===== config.mk =====
export PLATFORM = sky130hd
export DESIGN_NAME = dic_ctrl
export DESIGN_NICKNAME = d
export VERILOG_FILES = /design/src/design/assert_macros.svh /design/src/design/dic_pkg.sv /design/src/design/dic_ctrl.sv
export SDC_FILE = /design/constraint.sdc
export NUM_CORES = 1
export LEC_CHECK = 0
export ABC_AREA = 0
export BUFFER_PORTS_ARGS = -buffer_cell sky130_fd_sc_hd__buf_2
export CAP_MARGIN = 20
export CORE_AREA = 2 2 39 41
export DETAILED_ROUTE_END_ITERATION = 10
export DIE_AREA = 0 0 41 43
export GPL_TIMING_DRIVEN = 0
export SLEW_MARGIN = 20
export SYNTH_ARGS = -nofsm -noshare
export SYNTH_HDL_FRONTEND = slang
export SYNTH_SLANG_ARGS = --single-unit
export TNS_END_PERCENT = 10

===== constraint.sdc =====
create_clock -name clk_i -period 1.6 [get_ports clk_i]
set_clock_uncertainty 0.2 [all_clocks]
set_input_delay 0.08 -clock clk_i [delete_from_list [all_inputs] [get_ports clk_i]]
set_output_delay 0.08 -clock clk_i [all_outputs]
set_load 0.1 [all_outputs]

===== src/design/assert_macros.svh =====
// Assertion macros used by the datapath design file.
`ifndef ASSERT_MACROS_SVH
`define ASSERT_MACROS_SVH
`ifndef ASSERT_OFF
`define ASSERT_IMPLY(lbl, clk, rst_n, ante, cons, msg) \
  lbl: assert property (@(posedge clk) disable iff (!rst_n) (ante) |-> (cons)) else $error(msg);
`define ASSERT_NEVER(lbl, clk, rst_n, expr, msg) \
  lbl: assert property (@(posedge clk) disable iff (!rst_n) !(expr)) else $error(msg);
`else
`define ASSERT_IMPLY(lbl, clk, rst_n, ante, cons, msg)
`define ASSERT_NEVER(lbl, clk, rst_n, expr, msg)
`endif
`endif


===== src/design/dic_pkg.sv =====
// Types, constants and operation codes of the dynamic inversion counter.
package dic_pkg;

  localparam int DEPTH_DEF      = 1024;
  localparam int VALUE_BITS_DEF = 32;

  localparam int OP_W    = 2;
  localparam int IVAL_W  = 32;
  localparam int POS_W   = 10;
  localparam int COUNT_W = 19;
  localparam int ELEMS_W = 11;

  localparam logic [OP_W-1:0] OP_APPEND = 2'd0;
  localparam logic [OP_W-1:0] OP_SWAP   = 2'd1;
  localparam logic [OP_W-1:0] OP_CLEAR  = 2'd2;

  typedef struct packed {
    logic [OP_W-1:0]   operation;
    logic [IVAL_W-1:0] item_value;
    logic [POS_W-1:0]  first_position;
    logic [POS_W-1:0]  second_position;
  } in_item_t;

  typedef struct packed {
    logic [COUNT_W-1:0] inversion_count;
    logic [ELEMS_W-1:0] element_count;
    logic               error;
  } out_item_t;

  typedef enum logic [3:0] {
    ST_IDLE,
    ST_DECODE,
    ST_LOAD_A,
    ST_LOAD_B,
    ST_SCAN,
    ST_WR_LO,
    ST_WR_HI,
    ST_WR_APP,
    ST_FINISH
  } dic_state_e;

  // Commands from the controller to the datapath.
  typedef struct packed {
    logic load_item;
    logic start;
    logic rd_a;
    logic rd_b;
    logic scan;
    logic wr_lo;
    logic wr_hi;
    logic wr_app;
    logic commit;
  } dic_cmd_t;

  // Status from the datapath to the controller.
  typedef struct packed {
    logic [OP_W-1:0] op;
    logic            err;
    logic            same_pos;
    logic            scan_done;
    logic            out_free;
  } dic_sts_t;

endpackage


===== src/design/dic_ctrl.sv =====
// Controller state machine that sequences one item through the datapath.
module dic_ctrl (
  input  logic              clk_i,
  input  logic              rst_ni,
  input  logic              in_valid_i,
  output logic              in_stall_o,
  input  dic_pkg::dic_sts_t sts_i,
  output dic_pkg::dic_cmd_t cmd_o
);

  dic_pkg::dic_state_e state_q, state_d;

  always_ff @(posedge clk_i or negedge rst_ni) begin
    if (!rst_ni) begin
      state_q <= dic_pkg::ST_IDLE;
    end else begin
      state_q <= state_d;
    end
  end

  always_comb begin
    state_d = state_q;
    case (state_q)
      dic_pkg::ST_IDLE: begin
        if (in_valid_i) begin
          state_d = dic_pkg::ST_DECODE;
        end
      end
      dic_pkg::ST_DECODE: begin
        if (sts_i.err) begin
          state_d = dic_pkg::ST_FINISH;
        end else if (sts_i.op == dic_pkg::OP_APPEND) begin
          state_d = dic_pkg::ST_SCAN;
        end else if (sts_i.op == dic_pkg::OP_SWAP && !sts_i.same_pos) begin
          state_d = dic_pkg::ST_LOAD_A;
        end else begin
          state_d = dic_pkg::ST_FINISH;
        end
      end
      dic_pkg::ST_LOAD_A: state_d = dic_pkg::ST_LOAD_B;
      dic_pkg::ST_LOAD_B: state_d = dic_pkg::ST_SCAN;
      dic_pkg::ST_SCAN: begin
        if (sts_i.scan_done) begin
          state_d = (sts_i.op == dic_pkg::OP_APPEND) ? dic_pkg::ST_WR_APP
                                                     : dic_pkg::ST_WR_LO;
        end
      end
      dic_pkg::ST_WR_LO:  state_d = dic_pkg::ST_WR_HI;
      dic_pkg::ST_WR_HI:  state_d = dic_pkg::ST_FINISH;
      dic_pkg::ST_WR_APP: state_d = dic_pkg::ST_FINISH;
      dic_pkg::ST_FINISH: begin
        if (sts_i.out_free) begin
          state_d = dic_pkg::ST_IDLE;
        end
      end
      default: state_d = dic_pkg::ST_IDLE;
    endcase
  end

  always_comb begin
    cmd_o      = '0;
    in_stall_o = 1'b1;
    case (state_q)
      dic_pkg::ST_IDLE: begin
        in_stall_o      = 1'b0;
        cmd_o.load_item = in_valid_i;
      end
      dic_pkg::ST_DECODE: cmd_o.start  = 1'b1;
      dic_pkg::ST_LOAD_A: cmd_o.rd_a   = 1'b1;
      dic_pkg::ST_LOAD_B: cmd_o.rd_b   = 1'b1;
      dic_pkg::ST_SCAN:   cmd_o.scan   = 1'b1;
      dic_pkg::ST_WR_LO:  cmd_o.wr_lo  = 1'b1;
      dic_pkg::ST_WR_HI:  cmd_o.wr_hi  = 1'b1;
      dic_pkg::ST_WR_APP: cmd_o.wr_app = 1'b1;
      dic_pkg::ST_FINISH: cmd_o.commit = sts_i.out_free;
      default: cmd_o = '0;
    endcase
  end

endmodule


==> out/metrics.yaml, run 1 <==
final_cell_count_no_fill: 89
final_cell_mix: "buf_2, buf_4, buf_6"
drv_slew: 0
cts_buffers: 3
ir_worst_vdd_mv: 0.737
n_antenna_cell: 0
grt_overflow: 0
vias: 444
fin_crit_sh: 1.03
htree_levels: 1
crit_path_end_kind: "output port"
hp-class: "primary input to flop"
synth_fp_nets: 53
relSlewSlack: 0.807
ys_warn_count: 0
ios: 19
critPathKind: "flop to output port"
start_kind: "flop"
die_area_sq_um: 1760
start_util: 0.272
firstDrtPassIters: 4
syn_area_sq_um: 377
area_growth_pct: 107
drc: 0
rsz0062_at_grt: "yes"
failed_checks: "setup timing"
r2r-end: "state_q[1]$_DFFE_PN0P_"
hold_end: "state_q[1]$_DFFE_PN0P_"
rows: 14
min_period_ps: 1650
vias_per_cell: 4.99
die_h_um: 43
place_ws_ps: -244
die_w_um: 41
crit_required_ps: 1320
synth.top_cell.area_share: 0.266
setup_ws_ps: -47.6
grt_util_all_layers: 0.155
synth_cell_types: 27
largest_register: "state_q"
drt_wl_total_um: 1200
grt_pass1_wl_um: 1790
wl_per_cell_um: 13.5
num-nets-final: 84
synth_area_leader_cell: "dfrtp_1"
yosys-top-cells-area: "dfrtp_1, nor4b_4, nor2_1"
cts_tree: "done"
tns_ps: -92.6
ys_seq_area_frac: 0.266
cts_buffer_depth: 2
power.density_nw_per_um2: 2220
grt_pass1_vias: 413
antenna_found_initial: 0
cellLeakagePower_nw: 0.332
grt_start_max_net_pins: 11
setup_viol: 5
worstRegToRegCells: 5
layout_commonest_cell: "buf_2"
final-hold-violation-count: 0
worstHoldPathCells: 3
crit_path_max_fanout: 6
path_clk_slew_ps: 40
dp_hpwl_um: 739
clkSinkCount: 4
core_sq_um: 1380
status: "complete, but fails checks"
syn_avg_cell_area_sq_um: 8.56
rrSetupSlack_ps: 70
largest_reg_flops: 4
ys_ff_latch: 4
max_cap_viol_count: 0
port_buffers: 18
dp.cells: 78
cts-root-buf: "clkbuf_4"
tightest_slew_ps: 288
arrival_ps: 1370
globalplace.congestion: 0.651
drive_gt1_frac: 0.685
min_from: "sts_i[1]"
insertion_delay_ps: 240
reg2reg_from: "state_q[1]$_DFFE_PN0P_"
drtAntennaViolNets: 0
syn-instance-count: 44
holdWs_ps: 34.0
max_freq_mhz: 607
top_regs: "state_q: 4 flops"
finalPower_mw: 1.73
dr.first_iter.drc_count: 6
worst max-delay path by stage:
stage | from | end | cells past startpoint
after floorplan | state_q[3]$_DFFE_PN0P_ | state_q[1]$_DFFE_PN0P_ | 4
after global placement | state_q[2]$_DFFE_PN0P_ | cmd_o[3] | 4
after global routing | state_q[1]$_DFFE_PN0P_ | cmd_o[0] | 4
final | state_q[1]$_DFFE_PN0P_ | cmd_o[0] | 4
after detailed placement | state_q[2]$_DFFE_PN0P_ | cmd_o[3] | 4
after CTS | state_q[1]$_DFFE_PN0P_ | cmd_o[0] | 4
cell families (layout without fill, tap and decap cells):
logic type | count (synthesis) | after routing | share of synthesized area
AOI/OAI and AO/OA | 9 | 9 | 0.193
buffers and inverters | 5 | 34 | 0.0864
DFF | 4 | 4 | 0.266
muxes | 1 | 1 | 0.0266
and+or+nand+nor | 25 | 25 | 0.429
worst max-delay path, stage by stage, from the launching register on:
cell and delay [ps]:
dfrtp_2 430, buf_8 150, nor2_4 100, and4b_1 250
buf_12 180
per-layer routing:
metal  global-route usage  up-vias  wire, um
met2                0.275       18       614
met3               0.0157        5        55
met1                0.155      196       499
met4                0.100        0        31
met5                    0        -         0
li1                     -      225         -
through the flow:
stage                     utilization  area, sq um
after floorplan                     -          420
after global placement          0.383          531
after detailed placement        0.383          531
after CTS                       0.540          747
after global routing            0.563          779
final                           0.563          779
synthesized netlist by cell type:
master / number
dfrtp_1: 4
o22a_1: 1
nor4b_4: 1
and3_1: 1
nand2b_1: 2
nor3b_1: 2
nand3_1: 1
o21bai_1: 1
a221oi_2: 1
nor4b_2: 1
inv_1: 1
buf_4: 1
nor3_2: 1
a2bb2oi_1: 1
buf_6: 1
nor2b_1: 1
o31ai_1: 1
mux2i_1: 1
and4b_1: 1
buf_2: 2
nor2_1: 6
a211o_1: 1
o21ai_0: 1
nor3_1: 4
nand2_1: 4
a21oi_1: 1
a31oi_1: 1
layout make-up:
cell class,instances,area (sq um)
tap,16,20.0
clock buffer,3,22.5
sequential,4,103
inverter,1,6.26
timing repair buffer,26,258
fill,117,604
buffer,4,52.6
multi-input combinational,35,318
power by group:
group / internal [mW] / total, mW / switching (mW)
clock network: 0.0840 / 0.127 / 0.0430
registers: 0.143 / 0.189 / 0.0465
logic: 0.524 / 1.41 / 0.890
total: 0.751 / 1.73 / 0.980
timing repair:
item / 4_1_cts / 5_1_grt
endpoints found under the setup margin: 10 / 9
resized for setup: 39 / 8
hold buffers: 2 / 0
buffers inserted: 6 / 0
hold endpoints to repair: 4 / 0
pin swaps: 5 / 2
Power figures use the tool's default switching activity.
==> run 2: changes to the inputs <==
Settings changed: BUFFER_PORTS_ARGS -buffer_cell sky130_fd_sc_hd__buf_2 to not set, DONT_BUFFER_PORTS set to 1.
==> out/metrics.yaml, run 2 (synthesized netlist as in run 1, its figures left out) <==
final_cell_mix: "buf_4, dlygate4sd3_1, buf_6, nor2_1"
crit_path_max_fanout: 5
dp_hpwl_um: 682
max_cap_viol_count: 0
core_sq_um: 1380
vias_per_cell: 5.04
largest_reg_flops: 4
drtAntennaViolNets: 0
cts_buffers: 3
cts_buffer_depth: 2
failed_checks: "setup timing"
globalRouteMet2Util: 0.341
firstDrtPassIters: 2
setup_viol: 11
seqCellArea_sq_um: 103
hp-class: "primary input to flop"
clkSinkCount: 4
layout_commonest_cell: "buf_4"
start_util: 0.272
fill_cells: 127
drt_wl_total_um: 1360
ir_worst_vdd_mv: 0.955
rows: 14
n_antenna_cell: 0
start_kind: "flop"
path_clk_slew_ps: 40
cellLeakagePower_nw: 0.320
antenna_found_initial: 0
met3_usage: 0.0314
globalplace.congestion: 0.691
drive_gt1_frac: 0.613
area_growth_pct: 116
port_buffers: 0
dr.first_iter.drc_count: 2
final-hold-violation-count: 0
cts_tree: "done"
grt_overflow: 0
reg2reg_from: "state_q[2]$_DFFE_PN0P_"
grt_start_max_net_pins: 11
power.density_nw_per_um2: 2230
relSlewSlack: 0.307
htree_levels: 1
vias: 459
num-nets-final: 86
drc: 0
final_cell_area_sq_um: 815
wl_per_cell_um: 14.9
crit_path_end_kind: "output port"
holdWs_ps: 38.6
grt_pass1_vias: 511
rsz0062_at_grt: "yes"
cts-root-buf: "clkbuf_4"
fin_crit_sh: 1.25
grt_pass1_wl_um: 2150
die_w_um: 41
place_area_sq_um: 468
met1_usage: 0.179
min_from: "sts_i[4]"
setup_ws_ps: -399
drv_slew: 0
insertion_delay_ps: 240
top_usage_layer: "met2"
crit_required_ps: 1320
multi_input_area_sq_um: 353
status: "complete, but fails checks"
die_area_sq_um: 1760
startpoint: "state_q[2]$_DFFE_PN0P_"
largest_register: "state_q"
place_ws_ps: -510
arrival_ps: 1720
top_regs: "state_q: 4 flops"
die_h_um: 43
max_freq_mhz: 500
min_period_ps: 2000
ios: 19
tightest_slew_ps: 1040
critPathKind: "flop to output port"
grt_util_all_layers: 0.190
-- run 2: changes by cell type in the layout (fill, tap and decap cells not counted), moves of 3 or more --
cell	previous run	this run
buf_12	5	1
dlygate4sd3_1	2	10
nor2_2	3	0
buf_4	7	15
buf_2	8	0
-- run 2: metrics by stage --
step           utilization  std cells  setup TNS [ps]  power (mW)
2_1_floorplan            -         44           -4080        1.08
6_report             0.589         91           -2640        1.81
5_1_grt              0.589         91           -3280        1.90
4_1_cts              0.571         89           -2600        1.76
3_5_place_dp         0.338         61           -3300        1.21
3_3_place_gp         0.318         60           -4980        1.15
-- run 2: area by class of cell --
| type | instances | share of cell area |
|---|---|---|
| clock buffers | 3 | 0.0276 |
| well taps | 16 | 0.0246 |
| flip-flops and latches | 4 | 0.126 |
| repair buffers | 28 | 0.318 |
| inverters | 1 | 0.0108 |
| plain buffers | 4 | 0.0599 |
| multi-input cells | 35 | 0.433 |
-- run 2: where the power goes --
group | switching, mW | internal, mW
registers | 0.0260 | 0.143
clock network | 0.0468 | 0.0843
logic | 0.954 | 0.560
total | 1.03 | 0.787
-- run 2: per-layer routing --
| layer | vias to the layer above | routed length (um) | share of wire |
|---|---|---|---|
| met4 | 0 | 0 | 0 |
| met3 | 0 | 53 | 0.039 |
| met2 | 15 | 835 | 0.62 |
| met5 | - | 0 | 0 |
| met1 | 221 | 467 | 0.34 |
| li1 | 223 | - | - |
-- run 2: final timing paths --
| check | to | slack (ps) | cells after the start |
|---|---|---|---|
| worst min-delay path | state_q[1]$_DFFE_PN0P_ | 40 | 3 |
| worst max-delay path | cmd_o[6] | -400 | 3 |
| worst max register to register | state_q[1]$_DFFE_PN0P_ | 0 | 5 |
| max in group asynchronous | state_q[2]$_DFFE_PN0P_ | 530 | 2 |
| min in group asynchronous | state_q[1]$_DFFE_PN0P_ | 480 | 2 |
| worst min register to register | state_q[3]$_DFFE_PN0P_ | 470 | 2 |
-- run 2: repair_timing --
item | 4_1_cts | 5_1_grt
endpoints found under the hold margin | 8 | 0
setup endpoints to repair | 10 | 12
setup buffers | 15 | 2
pin swaps | 8 | 4
gates resized for setup | 24 | 3
hold buffers | 10 | 0
-- run 2: worst max-delay path, cell delays in order, from the launching register on --
cell and delay (ps):
dfrtp_2 410, buf_8 140, buf_12 130, nor3_4 800
